--- src/design/gbn_pkg.sv ---
// Shared types for the go-back-n sender: command codes, controller states,
// and the command and status bundles between controller and datapath.
// No dependencies.
package gbn_pkg;

	typedef enum logic [1:0] {
		CMD_MSG  = 2'd0,
		CMD_ACK  = 2'd1,
		CMD_TICK = 2'd2,
		CMD_NONE = 2'd3
	} cmd_t;

	typedef enum logic [6:0] {
		ST_IDLE   = 7'b0000001,
		ST_DECIDE = 7'b0000010,
		ST_ACK2   = 7'b0000100,
		ST_TIME   = 7'b0001000,
		ST_EXPIRE = 7'b0010000,
		ST_RD     = 7'b0100000,
		ST_OUT    = 7'b1000000
	} state_t;

	localparam int unsigned MSG_BYTES = 20;
	localparam int unsigned SUM_W     = 13;

	localparam logic CFG_WINDOW  = 1'b0;
	localparam logic CFG_TIMEOUT = 1'b1;

	typedef struct packed {
		logic latch_in;
		logic msg_write;
		logic ack_update;
		logic tick;
		logic timer_stop;
		logic time_read;
		logic time_load;
		logic launch;
		logic single;
		logic retx_start;
		logic rd_issue;
		logic advance;
	} ctl_t;

	typedef struct packed {
		cmd_t cmd;
		logic full;
		logic ack_ok;
		logic base_eq_next;
		logic msg_go;
		logic launch_go;
		logic expire;
		logic win_empty;
		logic emit_last;
	} stat_t;

endpackage

--- src/design/gbn_ctrl.sv ---
// Controller state machine of the go-back-n sender. It sequences each item
// and drives the datapath by commands. Depends on gbn_pkg.
module gbn_ctrl
	import gbn_pkg::*;
(
	input  logic  clk,
	input  logic  arst_n,
	input  logic  in_valid,
	output logic  in_ready,
	output logic  out_valid,
	input  logic  out_ready,
	input  stat_t stat,
	output ctl_t  ctl
);

	state_t state_q, state_d;

	always_comb begin
		state_d = state_q;
		ctl = '0;
		in_ready = 1'b0;
		out_valid = 1'b0;
		unique case (state_q)
			ST_IDLE: begin
				in_ready = 1'b1;
				if (in_valid) begin
					ctl.latch_in = 1'b1;
					state_d = ST_DECIDE;
				end
			end
			ST_DECIDE: begin
				state_d = ST_IDLE;
				case (stat.cmd)
					CMD_MSG: begin
						if (!stat.full) begin
							ctl.msg_write = 1'b1;
							ctl.launch = 1'b1;
							ctl.single = 1'b1;
							if (stat.msg_go)
								state_d = ST_RD;
						end
					end
					CMD_ACK: begin
						if (stat.ack_ok) begin
							ctl.ack_update = 1'b1;
							state_d = ST_ACK2;
						end
					end
					CMD_TICK: begin
						ctl.tick = 1'b1;
						state_d = ST_EXPIRE;
					end
					default: state_d = ST_IDLE;
				endcase
			end
			ST_ACK2: begin
				if (stat.base_eq_next) begin
					ctl.timer_stop = 1'b1;
					ctl.launch = 1'b1;
					state_d = stat.launch_go ? ST_RD : ST_IDLE;
				end else begin
					ctl.time_read = 1'b1;
					state_d = ST_TIME;
				end
			end
			ST_TIME: begin
				ctl.time_load = 1'b1;
				ctl.launch = 1'b1;
				state_d = stat.launch_go ? ST_RD : ST_IDLE;
			end
			ST_EXPIRE: begin
				state_d = ST_IDLE;
				if (stat.expire) begin
					if (stat.win_empty) begin
						ctl.timer_stop = 1'b1;
					end else begin
						ctl.retx_start = 1'b1;
						state_d = ST_RD;
					end
				end
			end
			ST_RD: begin
				ctl.rd_issue = 1'b1;
				state_d = ST_OUT;
			end
			ST_OUT: begin
				out_valid = 1'b1;
				if (out_ready) begin
					if (stat.emit_last) begin
						state_d = ST_IDLE;
					end else begin
						ctl.advance = 1'b1;
						state_d = ST_RD;
					end
				end
			end
			default: state_d = ST_IDLE;
		endcase
	end

	always_ff @(posedge clk or negedge arst_n) begin
		if (!arst_n)
			state_q <= ST_IDLE;
		else
			state_q <= state_d;
	end

endmodule
--- config.mk ---
export PLATFORM = sky130hd
export DESIGN_NAME = gbn_ctrl
export DESIGN_NICKNAME = d
export VERILOG_FILES = /design/src/design/gbn_pkg.sv /design/src/design/gbn_ctrl.sv
export SDC_FILE = /design/constraint.sdc
export NUM_CORES = 1
export LEC_CHECK = 0
export ABC_AREA = 0
export ABC_CLOCK_PERIOD_IN_PS = 2050
export BUFFER_PORTS_ARGS = -buffer_cell sky130_fd_sc_hd__buf_2
export CAP_MARGIN = 40
export CORE_MARGIN = 1.5
export CORE_UTILIZATION = 40
export CTS_CLUSTER_DIAMETER = 80
export CTS_CLUSTER_SIZE = 12
export DETAILED_ROUTE_END_ITERATION = 16
export PLACE_DENSITY = 0.79
export SKIP_LAST_GASP = 1
export SLEW_MARGIN = 5
export SYNTH_ARGS = -nofsm -noshare
export SYNTH_HDL_FRONTEND = slang
export SYNTH_SLANG_ARGS = --single-unit
--- constraint.sdc ---
create_clock -name clk -period 2.05 [get_ports clk]
set_input_delay 0.205 -clock clk [delete_from_list [all_inputs] [get_ports clk]]
set_output_delay 0.205 -clock clk [all_outputs]
set_load 0.01 [all_outputs]
==> results.py, run 1 <==
metrics = {
    "global_route": {
        "grt_use_met1_pct": 23.5,
        "grt_max_degree": 8,
        "use_met2_pct": 40.0,
        "grt_pass1_wl_um": 2870,
        "gr-total-overflow": 0,
        "met3_usage_pct": 6.90,
        "grt_antenna_before_repair": 0,
        "grt_pass1_vias": 695,
        "grt_util_all_layers_pct": 21.2,
        "top_usage_layer": "met2",
    },
    "power_and_ir_drop": {
        "power_frac_seq_pct": 25.3,
        "power.leakage_nw": 0.475,
        "swShare_pct": 40.3,
        "intPower_mw": 0.474,
        "combPwrFrac_pct": 58.6,
        "fin_total_pwr_mw": 0.795,
        "power.density_mw_per_mm2": 799,
        "clkPwrFrac_pct": 16.1,
        "peakVddDrop_mv": 0.565,
        "switchingPower_mw": 0.320,
    },
    "sta": {
        "fin_worst_skew_ns": 0.00252,
        "relSlewSlack_pct": 80.6,
        "setup_violations": 9,
        "hold_violations": 0,
        "worst_pin_slew_ns": 0.288,
        "post-route-period-util_pct": 116,
        "fin_crit_ns": 2.38,
        "rsz0062_at_grt": "yes",
        "max_freq_mhz": 420,
        "fin_ws_ns": -0.329,
        "final-max-slew-violation-count": 0,
    },
    "finish": {
        "antenna_cells": 0,
        "drive_above_1_share_pct": 56.5,
        "final_cell_area_um2": 995,
        "top_regs": "state_q x7",
        "largest_reg_flops": 7,
        "area_delta_synth_final_pct": 63.6,
        "regMostFlops": "state_q",
        "post-route-util_pct": 72.8,
        "nNetsFinal": 130,
    },
    "routing": {
        "dr.pass1.iters": 4,
        "routed_wl_um": 2000,
        "antenna_left": 0,
        "via_count": 767,
        "viasPerCell": 5.90,
        "remaining_drc_errors": 0,
        "drt_iter0_drc": 40,
        "wire_per_inst_um": 15.4,
    },
    "clock_network": {
        "cts_root_buf": "clkbuf_4",
        "ctsLongestPathBuffers": 2,
        "clk_pin_slew_ns": 0.06,
        "htree_levels": 1,
        "numCtsBuffers": 3,
        "clkLatencyLatePin_ns": 0.25,
        "cts_tree": "yes",
        "cts_sinks": 7,
    },
    "die": {
        "row_count": 13,
        "core_area_mm2": 0.00137,
        "die_x_um": 42.0,
        "die-area_mm2": 0.00176,
        "die_h_um": 42.0,
        "io_pins": 28,
        "initial_core_util_pct": 44.5,
    },
    "worst_setup_path": {
        "cp-start-kind": "register",
        "cp.arrival_ns": 2.17,
        "cp.required_ns": 1.85,
        "critPathKind": "reg2out",
        "crit_fanout": 5,
        "ff2ff_setup_slack_ns": -0.07,
        "critPathCaptureType": "output port",
    },
    "synth": {
        "synth_area_um2": 608,
        "synth_commonest_cells": "nor2_1 (9), dfrtp_1 (6)",
        "synth_warnings": 0,
        "synth.avg_cell_area_um2": 8.22,
        "yosys.area.top_type_share_pct": 24.7,
        "synthesis.instances": 74,
        "synth_seq_cells": 7,
        "synthArstFlopShare_pct": 100,
        "ys.flop_type": "dfrtp_1",
        "seq_area_frac_synth_pct": 29.0,
        "synth_cell_type_count": 32,
        "synth_edf_count": 0,
        "synth_area_leaders": "dfrtp_1 (25%), nor2_1 (5.6%), dfstp_2 (4.3%)",
        "yosysMostFrequentCell": "nor2_1",
        "syn_nets": 88,
        "synth_top_area_cell": "dfrtp_1",
    },
    "run": {
        "max-cap-violations": 0,
    },
    "place": {
        "dpl-instance-area_um2": 823,
        "dp_hpwl_um": 1330,
        "routabilityCongestion": 0.810,
        "port_buffers": 27,
        "place_ws_ns": -0.0700,
    },
    "worst_hold_path": {
        "min_path_type": "in2reg",
    },
    "outcome": {
        "status": "complete, but fails checks",
        "violations": "setup timing",
    },
}
-- routing by layer --
layer  up-vias  routed length (µm)
li1        354                   -
met1       354                 799
met2        51                1010
met3         8                 154
met4         0                  42
met5         -                   0
-- power by group through the flow --
stage                     registers [mW]  clock network (mW)  logic (mW)
after floorplan                    0.181                   0       0.234
after global placement             0.189                   0       0.353
after detailed placement           0.191                   0       0.363
after CTS                          0.194               0.132       0.404
after global routing               0.203               0.143       0.498
final                              0.201               0.128       0.466
-- final cells by class --
type | instances | area, µm²
timing repair buffer | 41 | 275
fill | 116 | 372
inverter | 3 | 13.8
multi-input combinational | 60 | 482
clock inverter | 1 | 5.00
sequential | 7 | 178
clock buffer | 3 | 22.5
tap | 15 | 18.8
-- path summary, 6_finish.rpt --
kind | startpoint | to | cells past startpoint
setup / recovery | state_q[6] | ctl[4] | 5
hold / removal | stat[5] | state_q[3] | 2
setup reg to reg | state_q[6] | state_q[5] | 6
hold reg to reg | state_q[5] | state_q[4] | 2
max in group asynchronous | arst_n | state_q[0] | 2
min in group asynchronous | arst_n | state_q[2] | 2
-- critical path: stages, from the launching register on --
cell and delay, ns:
dfrtp_1 0.38, or4_4 0.54, or4b_4 0.55, nor4_4 0.20
a21o_1 0.12, buf_2 0.12
-- layout by cell type (no fill, tap or decap), types with 3 or more instances in the layout --
cell,synthesis,final
nand2_1,4,4
o21ai_0,4,4
buf_6,2,4
clkbuf_4,0,3
a21oi_1,4,3
buf_4,1,10
nor2_1,9,7
or4b_4,1,3
nand2b_1,4,4
buf_2,0,25
dfrtp_1,6,5
-- what timing repair did --
action	CTS	global route
hold endpoints to repair	7	0
pin swaps	1	9
hold buffers	1	0
setup endpoints to repair	13	15
buffers inserted	1	5
resized for setup	9	15
-- metrics by stage --
| stage | setup TNS [ns] | cells | hold slack (ns) |
|---|---|---|---|
| after global routing | -2.18 | 130 | 0.162 |
| final | -1.65 | 130 | 0.155 |
| after global placement | -0.0111 | 121 | 0.0399 |
| after detailed placement | -0.118 | 121 | 0.0450 |
| after floorplan | -0.591 | 74 | -0.0906 |
| after CTS | -1.58 | 127 | 0.150 |
-- logic make-up (layout without fill, tap and decap cells) --
group           after synthesis  in the layout  share of synthesized area, %
xor+xnor                      1              1                          1.44
buf+inv                       7             48                          7.41
simple gates                 44             44                          47.1
compound gates               15             15                          15.0
flops                         7              7                          29.0
(Power assumes the default switching activity.)
==> run 2: changes to the inputs <==
==> constraint.sdc (replaced) <==
create_clock -name clk -period 2.05 [get_ports clk]
set_input_delay 0 -clock clk [delete_from_list [all_inputs] [get_ports clk]]
set_output_delay 0 -clock clk [all_outputs]
set_load 0.01 [all_outputs]
==> run 2 against run 1 <==
Effect of this change:
- the run still ends with setup timing left
- worst setup slack gained 0.20 ns
- critical path depth stayed put
- first-iteration DRC count shrank 57%
- cell area decreased by 12%
- core utilization decreased by 9.0 points
- sequential power is essentially flat
- sequential share of layout area grew 2.4 points
- fmax increased by 9.2%
- non-clock buffer count is 4 lower
- combinational power down 32%
- hold slack got worse by 0.13 ns
- register-to-register slack about the same
- largest cell class unchanged
- largest power group unchanged
- highest routed layer unchanged
==> results.py, run 2 (synthesis results as in run 1) <==
metrics = {
    "run": {
        "max-cap-violations": 0,
    },
    "sta": {
        "setup_violations": 6,
        "fin_ws_ns": -0.129,
        "final-max-slew-violation-count": 0,
        "rsz0062_at_grt": "yes",
        "fin_worst_skew_ns": 0.00258,
        "fin_crit_ns": 2.18,
        "post-route-period-util_pct": 106,
        "max_freq_mhz": 459,
        "hold_violations": 0,
        "relSlewSlack_pct": 72.4,
        "worst_pin_slew_ns": 0.410,
    },
    "global_route": {
        "grt_util_all_layers_pct": 20.7,
        "grt_use_met1_pct": 22.2,
        "use_met2_pct": 35.9,
        "grt_pass1_wl_um": 2750,
        "gr-total-overflow": 0,
        "top_usage_layer": "met2",
        "grt_max_degree": 9,
        "grt_antenna_before_repair": 0,
        "met3_usage_pct": 6.90,
        "grt_pass1_vias": 644,
    },
    "worst_setup_path": {
        "startpoint": "state_q[6]",
        "critPathCaptureType": "output port",
        "r2r_end": "state_q[5]",
        "cp.arrival_ns": 2.18,
        "endpoint": "ctl[4]",
        "timing.rr.start": "state_q[6]",
        "critPathKind": "reg2out",
        "cp-start-kind": "register",
        "cp.required_ns": 2.05,
        "reg2regPathDepth": 6,
        "crit_fanout": 6,
        "ff2ff_setup_slack_ns": -0.06,
    },
    "routing": {
        "routed_wl_um": 1710,
        "antenna_left": 0,
        "viasPerCell": 5.55,
        "wire_per_inst_um": 13.5,
        "remaining_drc_errors": 0,
        "dr.pass1.iters": 4,
        "via_count": 699,
        "drt_iter0_drc": 17,
    },
    "clock_network": {
        "ctsLongestPathBuffers": 2,
        "numCtsBuffers": 3,
        "cts_root_buf": "clkbuf_4",
        "cts_sinks": 7,
        "cts_tree": "yes",
        "htree_levels": 1,
        "clk_pin_slew_ns": 0.06,
        "clkLatencyLatePin_ns": 0.27,
    },
    "finish": {
        "final_common_cell": "buf_2",
        "drive_above_1_share_pct": 43.2,
        "top_regs": "state_q x7",
        "fill_cells": 136,
        "layout_common_cells": "buf_2 (27), nor2_1 (7), dfrtp_1 (6), dlygate4sd3_1 (5), buf_4 (5)",
        "regMostFlops": "state_q",
        "antenna_cells": 0,
        "area_delta_synth_final_pct": 43.4,
        "final_cell_area_um2": 872,
        "largest_reg_flops": 7,
        "nNetsFinal": 126,
    },
    "die": {
        "die_x_um": 42.0,
        "die_h_um": 42.0,
        "core_area_mm2": 0.00137,
        "die-area_mm2": 0.00176,
        "io_pins": 28,
        "row_count": 13,
        "initial_core_util_pct": 44.5,
    },
    "power_and_ir_drop": {
        "power.density_mw_per_mm2": 759,
        "power.leakage_nw": 0.437,
        "fin_total_pwr_mw": 0.662,
        "peakVddDrop_mv": 0.522,
    },
    "place": {
        "port_buffers": 27,
        "place_ws_ns": 0.0731,
        "dp_hpwl_um": 1210,
        "routabilityCongestion": 0.857,
        "dpl-instance-area_um2": 766,
    },
    "outcome": {
        "violations": "setup timing",
        "status": "complete, but fails checks",
    },
    "worst_hold_path": {
        "min_path_type": "in2reg",
        "holdPathStages": 3,
    },
}
run 2: worst max-delay path: stages, from the launching register on:
cell,delay (ns)
dfrtp_1,0.38
or4_4,0.54
or4b_4,0.55
nor4_4,0.21
a21o_1,0.11
buf_2,0.12
run 2: through the flow:
step | utilization (%) | std cells | hold slack [ns] | TNS (ns)
2_1_floorplan | - | 74 | -0.296 | -0.00130
3_3_place_gp | 56.0 | 115 | -0.155 | 0
3_5_place_dp | 56.0 | 115 | -0.149 | 0
4_1_cts | 63.4 | 126 | 0.00565 | -0.542
5_1_grt | 63.8 | 126 | 0.0262 | -1.18
6_report | 63.8 | 126 | 0.0207 | -0.497
run 2: worst min-delay path by stage:
stage	startpoint	end
floorplan	arst_n	state_q[1]
global placement	arst_n	state_q[3]
detailed placement	arst_n	state_q[3]
CTS	stat[6]	state_q[2]
global route	stat[6]	state_q[2]
finish	stat[6]	state_q[2]
run 2: final cells by class:
type | instances | area [µm²] | share of cell area, %
timing repair buffer | 37 | 223 | 25.5
multi-input combinational | 60 | 417 | 47.8
sequential | 7 | 176 | 20.2
inverter | 3 | 11.3 | 1.29
tap | 15 | 18.8 | 2.15
clock buffer | 4 | 26.3 | 3.01
run 2: metal layers:
layer	share of wire [%]	up-vias	wire length [µm]
met1	42	325	718
met3	6.0	4	102
li1	-	345	-
met2	50	25	853
met5	0	-	0
met4	1.8	0	31
run 2: repair_timing:
action / CTS / global route
endpoints found under the setup margin: 6 / 8
setup buffers: 2 / 0
gates cloned: 0 / 0
hold buffers: 5 / 0
resized for setup: 3 / 2
hold endpoints to repair: 11 / 0
run 2: power breakdown:
group          internal (mW)  switching (mW)  leakage, nW
logic                  0.156           0.161        0.328
registers              0.165          0.0369       0.0932
clock network         0.0753          0.0671       0.0150
==> run 3: changes to the inputs <==
ABC_CLOCK_PERIOD_IN_PS = 1800   (was 2050)
clock period = 1.8 ns   (was 2.05 ns; I/O delays follow)
==> run 3 against run 2 <==
Effect of this change:
- the run still ends with setup timing left
- global-route usage increased by 6.6 points
- critical path depth decreased by 1
- cell area increased by 24%
- critical path type unchanged
==> results.py, run 3 (synthesis results as in run 1) <==
metrics = {
    "routing": {
        "antenna_left": 0,
        "remaining_drc_errors": 0,
        "routed_wl_um": 2930,
        "wl_met3_um": 190,
        "drt-met1-wl_um": 1040,
        "maxUsedRoutingLayer": "met4",
        "via_count": 914,
        "viasPerCell": 6.58,
        "wire_per_inst_um": 21.1,
        "route.met2.wl_um": 1450,
        "drt_iter0_drc": 39,
        "dr.pass1.iters": 5,
    },
    "finish": {
        "layout_common_cells": "buf_2 (24), buf_4 (18), nor2_1 (7), buf_6 (6), dfrtp_1 (6)",
        "nNetsFinal": 139,
        "area_delta_synth_final_pct": 77.6,
        "largest_reg_flops": 7,
        "regMostFlops": "state_q",
        "top_regs": "state_q x7",
        "antenna_cells": 0,
        "drive_above_1_share_pct": 58.9,
        "final_common_cell": "buf_2",
    },
    "place": {
        "port_buffers": 27,
        "routabilityCongestion": 0.868,
        "place_ws_ns": -0.152,
        "dp_hpwl_um": 1370,
    },
    "worst_setup_path": {
        "critPathKind": "reg2out",
        "cp-start-kind": "register",
        "crit_fanout": 4,
        "critPathCaptureType": "output port",
        "cp.arrival_ns": 2.25,
        "cp.required_ns": 1.80,
    },
    "sta": {
        "fin_crit_ns": 2.25,
        "hold_violations": 0,
        "setup_violations": 16,
        "final-max-slew-violation-count": 0,
        "max_freq_mhz": 444,
        "post-route-period-util_pct": 125,
        "whs_ns": 0.0257,
        "worst_pin_slew_ns": 0.321,
        "relSlewSlack_pct": 78.5,
        "fin_ws_ns": -0.451,
        "fin_worst_skew_ns": 0.000683,
        "rsz0062_at_grt": "yes",
    },
    "clock_network": {
        "clk_pin_slew_ns": 0.06,
        "htree_levels": 1,
        "cts_tree": "yes",
        "cts_sinks": 7,
        "numCtsBuffers": 3,
        "clkLatencyLatePin_ns": 0.26,
        "ctsLongestPathBuffers": 2,
        "cts_root_buf": "clkbuf_4",
    },
    "die": {
        "io_pins": 28,
        "die_h_um": 42.0,
        "die_x_um": 42.0,
        "die-area_mm2": 0.00176,
        "row_count": 13,
        "initial_core_util_pct": 44.5,
        "core_area_mm2": 0.00137,
    },
    "power_and_ir_drop": {
        "switchingPower_mw": 0.421,
        "peakVddDrop_mv": 0.655,
        "swShare_pct": 41.9,
        "fin_total_pwr_mw": 1.01,
        "power.density_mw_per_mm2": 931,
        "power_frac_seq_pct": 21.2,
        "clkPwrFrac_pct": 15.3,
        "intPower_mw": 0.584,
        "combPwrFrac_pct": 63.5,
        "power.leakage_nw": 0.530,
    },
    "global_route": {
        "grt_pass1_vias": 772,
        "grt_max_degree": 8,
        "grt_pass1_wl_um": 3560,
        "grt_util_all_layers_pct": 27.4,
        "grt_antenna_before_repair": 0,
        "gr-total-overflow": 0,
    },
    "outcome": {
        "violations": "setup timing",
        "status": "complete, but fails checks",
    },
    "run": {
        "max-cap-violations": 0,
    },
    "worst_hold_path": {
        "min_path_type": "in2reg",
    },
}
run 3: changes by cell type in the layout (fill, tap and decap cells not counted), sizes merged:
cell | before | now
buf | 32 | 48
dlygate4sd3 | 5 | 2
run 3: critical path: stages, from the launching register on:
cell and delay [ns]:
dfrtp_1 0.39, or4_4 0.52, or4b_4 0.55, nor4b_2 0.31
buf_2 0.22
run 3: layout make-up:
cell class | instances | area, µm²
clock buffer | 4 | 26.3
tap | 15 | 18.8
fill | 84 | 287
sequential | 7 | 176
timing repair buffer | 50 | 343
multi-input combinational | 60 | 502
inverter | 3 | 13.8
run 3: worst paths after layout:
kind | start | slack, ns | depth (start not counted) | endpoint
max | state_q[2] | -0.45 | 4 | ctl[9]
min | in_valid | 0.03 | 2 | state_q[1]
max reg2reg | state_q[2] | -0.31 | 6 | state_q[0]
min reg2reg | state_q[6] | 0.78 | 4 | state_q[3]
max in group asynchronous | arst_n | 1.45 | 2 | state_q[0]
min in group asynchronous | arst_n | 0.12 | 2 | state_q[1]
run 3: repair_timing:
item | in CTS | in global routing
pin swaps | 6 | 6
setup endpoints to repair | 16 | 17
hold endpoints to repair | 8 | 0
gates resized for setup | 14 | 15
hold buffers | 2 | 0
buffers inserted | 10 | 4
run 3: power by group through the flow:
stage	sequential [mW]	combinational (mW)	clock (mW)
final	0.214	0.638	0.154
after global routing	0.218	0.669	0.163
after floorplan	0.206	0.267	0
after global placement	0.212	0.395	0
after detailed placement	0.210	0.411	0
after CTS	0.209	0.520	0.154
run 3: per-layer routing:
layer	vias up	track usage (%)
li1	375	-
met3	30	2.59
met4	0	11.6
met1	433	31.0
met5	-	0
met2	76	51.2
run 3: per-stage QoR:
stage	setup TNS, ns	cell area, µm²	instances	util [%]
2_1_floorplan	-1.30	623	74	-
3_3_place_gp	-0.479	818	122	59.9
3_5_place_dp	-0.820	818	122	59.9
4_1_cts	-2.95	991	136	72.5
5_1_grt	-4.53	1080	139	79.0
6_report	-3.67	1080	139	79.0
